`config.mk`:
```
export PLATFORM = sky130hd
export DESIGN_NAME = pcg32_bounded_random
export DESIGN_NICKNAME = d
export VERILOG_FILES = /design/src/pbr_pkg.sv /design/src/pbr_mod.sv /design/src/pbr_lcg.sv /design/src/pcg32_bounded_random.sv
export SDC_FILE = /design/constraint.sdc
export NUM_CORES = 2
export LEC_CHECK = 0
export BUFFER_PORTS_ARGS = -buffer_cell sky130_fd_sc_hd__buf_2
export CAP_MARGIN = 20
export CORE_MARGIN = 5
export CORE_UTILIZATION = 55
export CTS_BUF_LIST = sky130_fd_sc_hd__clkbuf_16
export CTS_CLUSTER_DIAMETER = 30
export DETAILED_ROUTE_END_ITERATION = 6
export PLACE_DENSITY = 0.68
export SETUP_SLACK_MARGIN = 0.4
export SYNTH_ARGS = -nofsm -noshare
export SYNTH_HDL_FRONTEND = slang
export SYNTH_SLANG_ARGS = --single-unit
export TNS_END_PERCENT = 100
```
`constraint.sdc`:
```
create_clock -name i_clk -period 15.6 [get_ports i_clk]
set_clock_uncertainty 0.15 [all_clocks]
set_input_delay 2.34 -clock i_clk [delete_from_list [all_inputs] [get_ports i_clk]]
set_output_delay 2.34 -clock i_clk [all_outputs]
set_load 0.02 [all_outputs]
```
`src/pbr_pkg.sv`:
```
// ----------------------------------------------------------------------------
// pbr_pkg - shared types and constants for the PCG32 bounded random block
// Command codes, sequencer states, unit handshake types, widths and the LCG multiplier.
// ----------------------------------------------------------------------------
`default_nettype none

package pbr_pkg;

    localparam int unsigned CMD_W   = 2;
    localparam int unsigned WORD_W  = 32;
    localparam int unsigned STATE_W = 64;
    localparam int unsigned STRM_W  = 63;

    localparam logic [STATE_W-1:0] LCG_MULT = 64'h5851_F42D_4C95_7F2D;

    typedef enum logic [CMD_W-1:0] {
        CMD_RESEED  = 2'd0,
        CMD_RAW     = 2'd1,
        CMD_BOUNDED = 2'd2
    } t_cmd;

    typedef enum logic [2:0] {
        ST_IDLE,
        ST_RS_ADV1,
        ST_RS_ADV2,
        ST_THRESH,
        ST_DRAW,
        ST_REDUCE,
        ST_EMIT
    } t_state;

    // handshake between the sequencer and a multi-cycle unit
    typedef struct packed {
        logic start;
    } t_unit_req;

    typedef struct packed {
        logic busy;
        logic done;
    } t_unit_stat;

endpackage

`default_nettype wire

```
`src/pbr_mod.sv`:
```
// ----------------------------------------------------------------------------
// pbr_mod - iterative 32-bit remainder unit
// Restoring division, one quotient bit per cycle; only the remainder is kept.
// ----------------------------------------------------------------------------
`default_nettype none

module pbr_mod
    import pbr_pkg::*;
(
    input  wire logic              i_clk,
    input  wire logic              i_rst_n,
    input  wire t_unit_req         i_req,
    input  wire logic [WORD_W-1:0] i_num,
    input  wire logic [WORD_W-1:0] i_den,
    output t_unit_stat             o_stat,
    output logic [WORD_W-1:0]      o_rem
);

    localparam int unsigned CNT_W = $clog2(WORD_W);

    logic              r_busy;
    logic              r_done;
    logic [CNT_W-1:0]  r_cnt;
    logic [WORD_W-1:0] r_num;
    logic [WORD_W-1:0] r_den;
    logic [WORD_W-1:0] r_rem;
    logic [WORD_W:0]   trial;
    logic [WORD_W:0]   diff;
    logic [WORD_W-1:0] n_rem;

    // one compare-and-subtract step
    always_comb begin
        trial = {r_rem, r_num[WORD_W-1]};
        diff  = trial - {1'b0, r_den};
        if (trial >= {1'b0, r_den}) begin
            n_rem = diff[WORD_W-1:0];
        end else begin
            n_rem = trial[WORD_W-1:0];
        end
    end

    always_ff @(posedge i_clk) begin
        if (!i_rst_n) begin
            r_busy <= 1'b0;
            r_done <= 1'b0;
            r_cnt  <= '0;
        end else begin
            r_done <= 1'b0;
            if (i_req.start) begin
                r_busy <= 1'b1;
                r_cnt  <= '0;
            end else if (r_busy) begin
                r_cnt <= r_cnt + 1'b1;
                if (r_cnt == CNT_W'(WORD_W - 1)) begin
                    r_busy <= 1'b0;
                    r_done <= 1'b1;
                end
            end
        end
    end

    always_ff @(posedge i_clk) begin
        if (i_req.start) begin
            r_num <= i_num;
            r_den <= i_den;
            r_rem <= '0;
        end else if (r_busy) begin
            r_num <= {r_num[WORD_W-2:0], 1'b0};
            r_rem <= n_rem;
        end
    end

    assign o_stat.busy = r_busy;
    assign o_stat.done = r_done;
    assign o_rem       = r_rem;

endmodule

`default_nettype wire

```
`src/pbr_lcg.sv`:
```
// ----------------------------------------------------------------------------
// pbr_lcg - one LCG advance plus XSH-RR output permutation
// 64-bit state * multiplier mod 2^64 from three 32x32 partial products on one
// shared multiplier, then the increment is added.
// The increment is read at the last step and must hold steady while busy.
// ----------------------------------------------------------------------------
`default_nettype none

module pbr_lcg
    import pbr_pkg::*;
(
    input  wire logic               i_clk,
    input  wire logic               i_rst_n,
    input  wire t_unit_req          i_req,
    input  wire logic [STATE_W-1:0] i_state,
    input  wire logic [STRM_W-1:0]  i_inc_hi,
    output t_unit_stat              o_stat,
    output logic [STATE_W-1:0]      o_next,
    output logic [WORD_W-1:0]       o_word
);

    localparam int unsigned HALF = STATE_W / 2;
    localparam logic [2:0]  LAST = 3'd4;

    logic                 r_busy;
    logic                 r_done;
    logic [2:0]           r_cnt;
    logic [STATE_W-1:0]   r_a;
    logic [STATE_W-1:0]   r_prod;
    logic [STATE_W-1:0]   r_acc;
    logic [WORD_W-1:0]    r_word;
    logic [HALF-1:0]      mul_a;
    logic [HALF-1:0]      mul_b;
    logic [STATE_W-1:0]   xs;
    logic [WORD_W-1:0]    mixed;
    logic [4:0]           amt;
    logic [2*WORD_W-1:0]  rot;

    // XSH-RR on the pre-advance state
    always_comb begin
        xs    = i_state ^ (i_state >> 18);
        mixed = xs[58:27];
        amt   = i_state[63:59];
        rot   = {mixed, mixed} >> amt;
    end

    // operand select for the shared multiplier
    always_comb begin
        case (r_cnt)
            3'd1: begin
                mul_a = r_a[HALF-1:0];
                mul_b = LCG_MULT[STATE_W-1:HALF];
            end
            3'd2: begin
                mul_a = r_a[STATE_W-1:HALF];
                mul_b = LCG_MULT[HALF-1:0];
            end
            default: begin
                mul_a = r_a[HALF-1:0];
                mul_b = LCG_MULT[HALF-1:0];
            end
        endcase
    end

    always_ff @(posedge i_clk) begin
        if (!i_rst_n) begin
            r_busy <= 1'b0;
            r_done <= 1'b0;
            r_cnt  <= '0;
        end else begin
            r_done <= 1'b0;
            if (i_req.start) begin
                r_busy <= 1'b1;
                r_cnt  <= '0;
            end else if (r_busy) begin
                r_cnt <= r_cnt + 1'b1;
                if (r_cnt == LAST) begin
                    r_busy <= 1'b0;
                    r_done <= 1'b1;
                end
            end
        end
    end

    always_ff @(posedge i_clk) begin
        if (i_req.start) begin
            r_a    <= i_state;
            r_word <= rot[WORD_W-1:0];
        end else if (r_busy) begin
            r_prod <= mul_a * mul_b;
            case (r_cnt)
                3'd1:    r_acc <= r_prod;
                3'd2:    r_acc <= r_acc + {r_prod[HALF-1:0], {HALF{1'b0}}};
                3'd3:    r_acc <= r_acc + {r_prod[HALF-1:0], {HALF{1'b0}}};
                3'd4:    r_acc <= r_acc + {i_inc_hi, 1'b1};
                default: r_acc <= r_acc;
            endcase
        end
    end

    assign o_stat.busy = r_busy;
    assign o_stat.done = r_done;
    assign o_next      = r_acc;
    assign o_word      = r_word;

endmodule

`default_nettype wire

```
`src/pcg32_bounded_random.sv`:
```
// ----------------------------------------------------------------------------
// pcg32_bounded_random - PCG32 (XSH-RR) generator with reseed, raw and
// bounded draws
// ----------------------------------------------------------------------------
// One command word in, one result word out. Work runs on two shared units
// under a small sequencer: an LCG unit (one 32x32 multiplier) and a
// restoring remainder unit. A bounded draw takes LCG outputs until one is
// not below the rejection threshold; bound zero and the unused command code
// go straight to the result register. The input side is ready only while
// the sequencer is idle; the result sits in an output register so a new
// command is taken while the previous result waits.
// Configuration: index 0 = seed (64 b), index 1 = stream select (63 b).
// Writes are always accepted and must land while the block is idle.
// ----------------------------------------------------------------------------
`default_nettype none

module pcg32_bounded_random
    import pbr_pkg::*;
(
    input  wire logic         i_clk,
    input  wire logic         i_rst_n,
    // command word
    input  wire logic         s_axis_tvalid,
    output logic              s_axis_tready,
    input  wire logic [39:0]  s_axis_tdata,  // [1:0] command, [33:2] bound, rest zero
    // result word
    output logic              m_axis_tvalid,
    input  wire logic         m_axis_tready,
    output logic [31:0]       m_axis_tdata,  // [31:0] value
    output logic              m_axis_tuser,  // [0] error
    // configuration write
    input  wire logic         i_cfg_valid,
    output logic              o_cfg_ready,
    input  wire logic         i_cfg_index,
    input  wire logic [63:0]  i_cfg_data
);

    localparam logic CFG_SEED   = 1'b0;
    localparam logic CFG_STREAM = 1'b1;

    // configuration and generator state
    logic [STATE_W-1:0] r_seed;
    logic [STRM_W-1:0]  r_stream;
    logic [STATE_W-1:0] r_state;
    logic [STRM_W-1:0]  r_inc_hi;     // increment = {r_inc_hi, 1}

    // sequencer
    t_state             r_fsm;
    t_state             n_fsm;
    logic               r_raw;
    logic [WORD_W-1:0]  r_bound;
    logic [WORD_W-1:0]  r_thresh;
    logic [WORD_W-1:0]  r_res_val;
    logic               r_res_err;

    // output register
    logic               r_ovalid;
    logic [WORD_W-1:0]  r_oval;
    logic               r_oerr;

    // unit hookup
    t_unit_req          lcg_req;
    t_unit_stat         lcg_stat;
    logic [STATE_W-1:0] lcg_in;
    logic [STATE_W-1:0] lcg_next;
    logic [WORD_W-1:0]  lcg_word;
    t_unit_req          mod_req;
    t_unit_stat         mod_stat;
    logic [WORD_W-1:0]  mod_num;
    logic [WORD_W-1:0]  mod_den;
    logic [WORD_W-1:0]  mod_rem;

    logic               in_acc;
    logic [CMD_W-1:0]   in_cmd;
    logic [WORD_W-1:0]  in_bound;
    logic               out_free;

    assign in_cmd   = s_axis_tdata[1:0];
    assign in_bound = s_axis_tdata[33:2];
    assign in_acc   = s_axis_tvalid && s_axis_tready;
    assign out_free = !r_ovalid || m_axis_tready;

    // ---------------- next state ----------------
    always_comb begin
        n_fsm = r_fsm;
        case (r_fsm)
            ST_IDLE: begin
                if (in_acc) begin
                    case (in_cmd)
                        CMD_RESEED: n_fsm = ST_RS_ADV1;
                        CMD_RAW:    n_fsm = ST_DRAW;
                        CMD_BOUNDED: begin
                            if (in_bound == '0) begin
                                n_fsm = ST_EMIT;
                            end else begin
                                n_fsm = ST_THRESH;
                            end
                        end
                        default:    n_fsm = ST_EMIT;
                    endcase
                end
            end
            ST_RS_ADV1: if (lcg_stat.done) n_fsm = ST_RS_ADV2;
            ST_RS_ADV2: if (lcg_stat.done) n_fsm = ST_EMIT;
            ST_THRESH:  if (mod_stat.done) n_fsm = ST_DRAW;
            ST_DRAW: begin
                if (lcg_stat.done) begin
                    if (r_raw) begin
                        n_fsm = ST_EMIT;
                    end else if (lcg_word >= r_thresh) begin
                        n_fsm = ST_REDUCE;
                    end
                end
            end
            ST_REDUCE:  if (mod_stat.done) n_fsm = ST_EMIT;
            ST_EMIT:    if (out_free) n_fsm = ST_IDLE;
            default:    n_fsm = ST_IDLE;
        endcase
    end

    // ---------------- sequencer outputs ----------------
    always_comb begin
        s_axis_tready = 1'b0;
        lcg_req.start = 1'b0;
        lcg_in        = r_state;
        mod_req.start = 1'b0;
        mod_num       = lcg_word;
        mod_den       = r_bound;
        case (r_fsm)
            ST_IDLE: begin
                s_axis_tready = 1'b1;
                if (in_acc) begin
                    case (in_cmd)
                        CMD_RESEED: begin
                            lcg_req.start = 1'b1;
                            lcg_in        = '0;
                        end
                        CMD_RAW: lcg_req.start = 1'b1;
                        CMD_BOUNDED: begin
                            // threshold = (2^32 - bound) mod bound
                            mod_req.start = (in_bound != '0);
                            mod_num       = '0 - in_bound;
                            mod_den       = in_bound;
                        end
                        default: lcg_req.start = 1'b0;
                    endcase
                end
            end
            ST_RS_ADV1: begin
                lcg_req.start = lcg_stat.done;
                lcg_in        = lcg_next + r_seed;
            end
            ST_THRESH: lcg_req.start = mod_stat.done;
            ST_DRAW: begin
                lcg_in = lcg_next;
                if (lcg_stat.done && !r_raw) begin
                    // redraw while below threshold, else reduce
                    lcg_req.start = (lcg_word < r_thresh);
                    mod_req.start = (lcg_word >= r_thresh);
                end
            end
            default: s_axis_tready = 1'b0;
        endcase
    end

    // ---------------- registers ----------------
    always_ff @(posedge i_clk) begin
        if (!i_rst_n) begin
            r_fsm    <= ST_IDLE;
            r_ovalid <= 1'b0;
            r_seed   <= 64'd1;
            r_stream <= '0;
            r_state  <= '0;
            r_inc_hi <= '0;
        end else begin
            r_fsm <= n_fsm;
            if (i_cfg_valid) begin
                case (i_cfg_index)
                    CFG_SEED:   r_seed   <= i_cfg_data;
                    CFG_STREAM: r_stream <= i_cfg_data[STRM_W-1:0];
                    default:    r_seed   <= r_seed;
                endcase
            end
            if (in_acc && in_cmd == CMD_RESEED) begin
                r_inc_hi <= r_stream;
            end
            if (lcg_stat.done && (r_fsm == ST_RS_ADV2 || r_fsm == ST_DRAW)) begin
                r_state <= lcg_next;
            end
            if (r_fsm == ST_EMIT && out_free) begin
                r_ovalid <= 1'b1;
            end else if (m_axis_tready) begin
                r_ovalid <= 1'b0;
            end
        end
    end

    // payload registers
    always_ff @(posedge i_clk) begin
        if (in_acc) begin
            r_raw     <= (in_cmd == CMD_RAW);
            r_bound   <= in_bound;
            r_res_val <= '0;
            r_res_err <= (in_cmd == CMD_BOUNDED) && (in_bound == '0);
        end
        if (r_fsm == ST_THRESH && mod_stat.done) begin
            r_thresh <= mod_rem;
        end
        if (r_fsm == ST_DRAW && lcg_stat.done && r_raw) begin
            r_res_val <= lcg_word;
        end
        if (r_fsm == ST_REDUCE && mod_stat.done) begin
            r_res_val <= mod_rem;
        end
        if (r_fsm == ST_EMIT && out_free) begin
            r_oval <= r_res_val;
            r_oerr <= r_res_err;
        end
    end

    // ---------------- shared units ----------------
    pbr_lcg u_lcg (
        .i_clk    (i_clk),
        .i_rst_n  (i_rst_n),
        .i_req    (lcg_req),
        .i_state  (lcg_in),
        .i_inc_hi (r_inc_hi),
        .o_stat   (lcg_stat),
        .o_next   (lcg_next),
        .o_word   (lcg_word)
    );

    pbr_mod u_mod (
        .i_clk   (i_clk),
        .i_rst_n (i_rst_n),
        .i_req   (mod_req),
        .i_num   (mod_num),
        .i_den   (mod_den),
        .o_stat  (mod_stat),
        .o_rem   (mod_rem)
    );

    assign o_cfg_ready   = 1'b1;
    assign m_axis_tvalid = r_ovalid;
    assign m_axis_tdata  = r_oval;
    assign m_axis_tuser  = r_oerr;

    // ---------------- assertions ----------------
    a_err_zero: assert property (@(posedge i_clk) disable iff (!i_rst_n)
        m_axis_tvalid && m_axis_tuser |-> m_axis_tdata == '0)
        else $error("error result carries nonzero value");

    a_units_excl: assert property (@(posedge i_clk) disable iff (!i_rst_n)
        !(lcg_stat.busy && mod_stat.busy))
        else $error("LCG and remainder units busy together");

    a_reduce_lt: assert property (@(posedge i_clk) disable iff (!i_rst_n)
        r_fsm == ST_REDUCE && mod_stat.done |-> mod_rem < r_bound)
        else $error("bounded result not below bound");

    a_draw_adv: assert property (@(posedge i_clk) disable iff (!i_rst_n)
        r_fsm == ST_DRAW && lcg_stat.done |=> r_state == $past(lcg_next))
        else $error("state not advanced after draw");

endmodule

`default_nettype wire
```
==> impl_metrics.py <==
metrics = {
    "synth": {
        "yosysWarnings": 0,
        "async_flop_share_pct": 0,
        "netlist.area_leader.share_pct": 19.68,
        "synth_most_common_cell": "inv_1",
        "synth_area_leaders": "edfxtp_1 (20%), fa_1 (17%), ha_1 (13%), dfxtp_1 (9.5%), inv_1 (5.1%)",
        "syn_area_um2": 63780,
        "postSynthAreaPerCell_um2": 9.283,
        "synthCells": 6870,
        "synth_common_cells": "inv_1 (873), nand2_1 (817), ha_1 (644)",
        "yosysSeqAreaShare_pct": 29.16,
        "synthFlopType": "edfxtp_1",
        "synth_edf_count": 418,
        "yosysTopAreaCell": "edfxtp_1",
        "ys_ff_latch": 720,
        "yosysUniqueCellTypes": 106,
    },
    "critical_path": {
        "critPathKind": "flop to flop",
        "cp.arrival_ns": 11.64,
        "crit_slowest_cell": "nor3_1",
        "crit_path_max_incr_delay_ns": 0.73,
        "crit_top_cell": "fa_1",
        "end_kind": "flop",
        "critical_path.max_fanout": 32,
        "cp.required_ns": 15.97,
        "critPathLaunchType": "flop",
    },
    "global_routing": {
        "grt_usage_pct": 33.31,
        "grt_pass1_wl_mm": 310.6,
        "grt-ovfl-total": 0,
        "antenna_found_initial": 13,
        "grt_pass1_vias": 51550,
        "grt_max_degree": 105,
    },
    "clocking": {
        "cts_hold_buf": 0,
        "cts.sinks": 720,
        "cts_tree": "done",
        "path_clk_slew_ns": 0.05,
        "clockBufferDepth": 3,
        "clk_latency_ns": 0.80,
        "h-tree-depth": 4,
        "cts_root_buffer": "clkbuf_16",
        "cts-buffers-inserted": 170,
        "cts_resized": 0,
        "postCtsSetupRepairBufs": 0,
    },
    "place": {
        "portBuffers": 138,
        "place.gp.congestion": 1.004,
        "hpwl_mm": 161.9,
    },
    "routing": {
        "vias_per_cell": 6.028,
        "drt_iter0_drc": 5252,
        "drc": 0,
        "drt_wl_total_mm": 206.2,
        "vias": 52390,
        "ant_nets": 0,
        "drtPass1Iterations": 6,
        "wl_per_cell_um": 23.72,
    },
    "die": {
        "die_w_um": 350.5,
        "ioPinCount": 146,
        "die_h_um": 350.5,
        "dieArea_um2": 122900,
        "rows": 125,
        "core-area_um2": 115700,
        "start_util_pct": 55.10,
    },
    "timing": {
        "rsz0062_at_grt": "no",
        "finalMaxSlewViolations": 0,
        "slew_headroom_pct": 20.65,
        "hold_violations": 0,
        "finalSetupViolCount": 0,
        "post-route-period-util_pct": 72.27,
        "period_minus_slack_ns": 11.27,
        "worst_pin_slew_ns": 1.172,
        "setup_tns_ns": 0,
        "whs_ns": 0.2596,
        "fmax_ghz": 0.08870,
    },
    "layout": {
        "layout-drive-gt1-share_pct": 8.796,
        "final_net_count": 8295,
        "multiInputGateArea_um2": 41010,
        "syn_to_final_growth_pct": 13.23,
        "ff_latch_area_um2": 18600,
        "nFillCells": 9826,
    },
    "status": {
        "status": "complete, no violations",
    },
    "min_path": {
        "hold_class": "flop to flop",
    },
    "run": {
        "maxCapViolations": 0,
    },
}
[cell families after synthesis]
family	synth area share [%]
buffers and inverters	6.919
AO/OA/AOI/OAI	16.32
other	0.01178
flip-flops	29.16
XOR/XNOR	3.433
AND/OR/NAND/NOR	12.19
multiplexers	2.439
adder cells (fa/ha/maj)	29.52
[flip-flops by register name, summed over array words and instances, names as in the netlist, 3 cells and up]
register      count
r_fsm             3
r_res_val        32
u_lcg.r_cnt       3
r_thresh         32
r_stream         63
u_lcg.r_a        64
u_mod.r_den      32
u_lcg.o_next     64
r_seed           64
r_bound          32
r_inc_hi         63
u_mod.r_cnt       5
u_lcg.r_prod     63
u_mod.o_rem      32
r_state          64
u_mod.r_num      32
u_lcg.o_word     32
m_axis_tdata     32
[critical path: cells and delay by family (launching register included)]
kind / cells / cell delay (ns)
fa+ha+maj: 10 / 4.13
compound gates: 10 / 2.64
simple gates: 6 / 1.75
buf+inv: 7 / 1.22
mux: 1 / 0.59
flops: 1 / 0.35
xor+xnor: 1 / 0.11
[cells in the final DEF, fill, tap and decap left out, drive strengths merged, types with 48 or more instances in the layout]
| master | count |
|---|---|
| a211oi | 70 |
| a21o | 160 |
| a21oi | 638 |
| a22oi | 84 |
| a31oi | 51 |
| and3 | 49 |
| buf | 208 |
| clkbuf | 177 |
| clkinv | 74 |
| dfxtp | 302 |
| edfxtp | 418 |
| fa | 538 |
| ha | 644 |
| inv | 919 |
| mux2 | 51 |
| mux2i | 98 |
| nand2 | 818 |
| nand3 | 75 |
| nand4 | 74 |
| nor2 | 421 |
| nor3 | 104 |
| o21ai | 272 |
| o21bai | 48 |
| xnor2 | 155 |
| xor2 | 95 |
[worst paths after layout]
kind / from / slack [ns] / endpoint / cells past startpoint
setup / recovery: u_lcg.r_cnt[0] / 4.33 / u_lcg.r_prod[62] / 35
hold / removal: r_res_val[30] / 0.26 / m_axis_tdata[30] / 0
setup reg to reg: u_lcg.r_cnt[0] / 4.33 / u_lcg.r_prod[62] / 35
hold reg to reg: r_res_val[30] / 0.26 / m_axis_tdata[30] / 0
[metal layers]
layer  vias up  track usage (%)  wire length [µm]
met2      2149            52.98             94380
met4         8            15.32              9986
met5         -                0                53
met1     25720            44.50             85690
met3       470            6.194             16050
li1      24050                -                 -
[through the flow]
stage	setup WS [ns]	utilization, %	cell area [µm²]	cells
after detailed placement	4.529	57.08	66060	8355
after global placement	4.605	57.08	66060	8355
after floorplan	5.259	-	63890	6900
after CTS	4.454	62.36	72170	8675
final	4.326	62.40	72220	8692
after global routing	3.908	62.36	72170	8675
[layout make-up]
type,count,share of cell area [%]
antenna,17,0.05891
tap,1524,2.640
inverter,885,4.614
sequential,720,25.75
multi-input combinational,5018,56.78
timing repair buffer,208,1.684
clock inverter,143,2.332
clock buffer,177,6.133
Power is not shown: default switching activity piles up to over one toggle a cycle in this logic, so the estimate is an artifact.
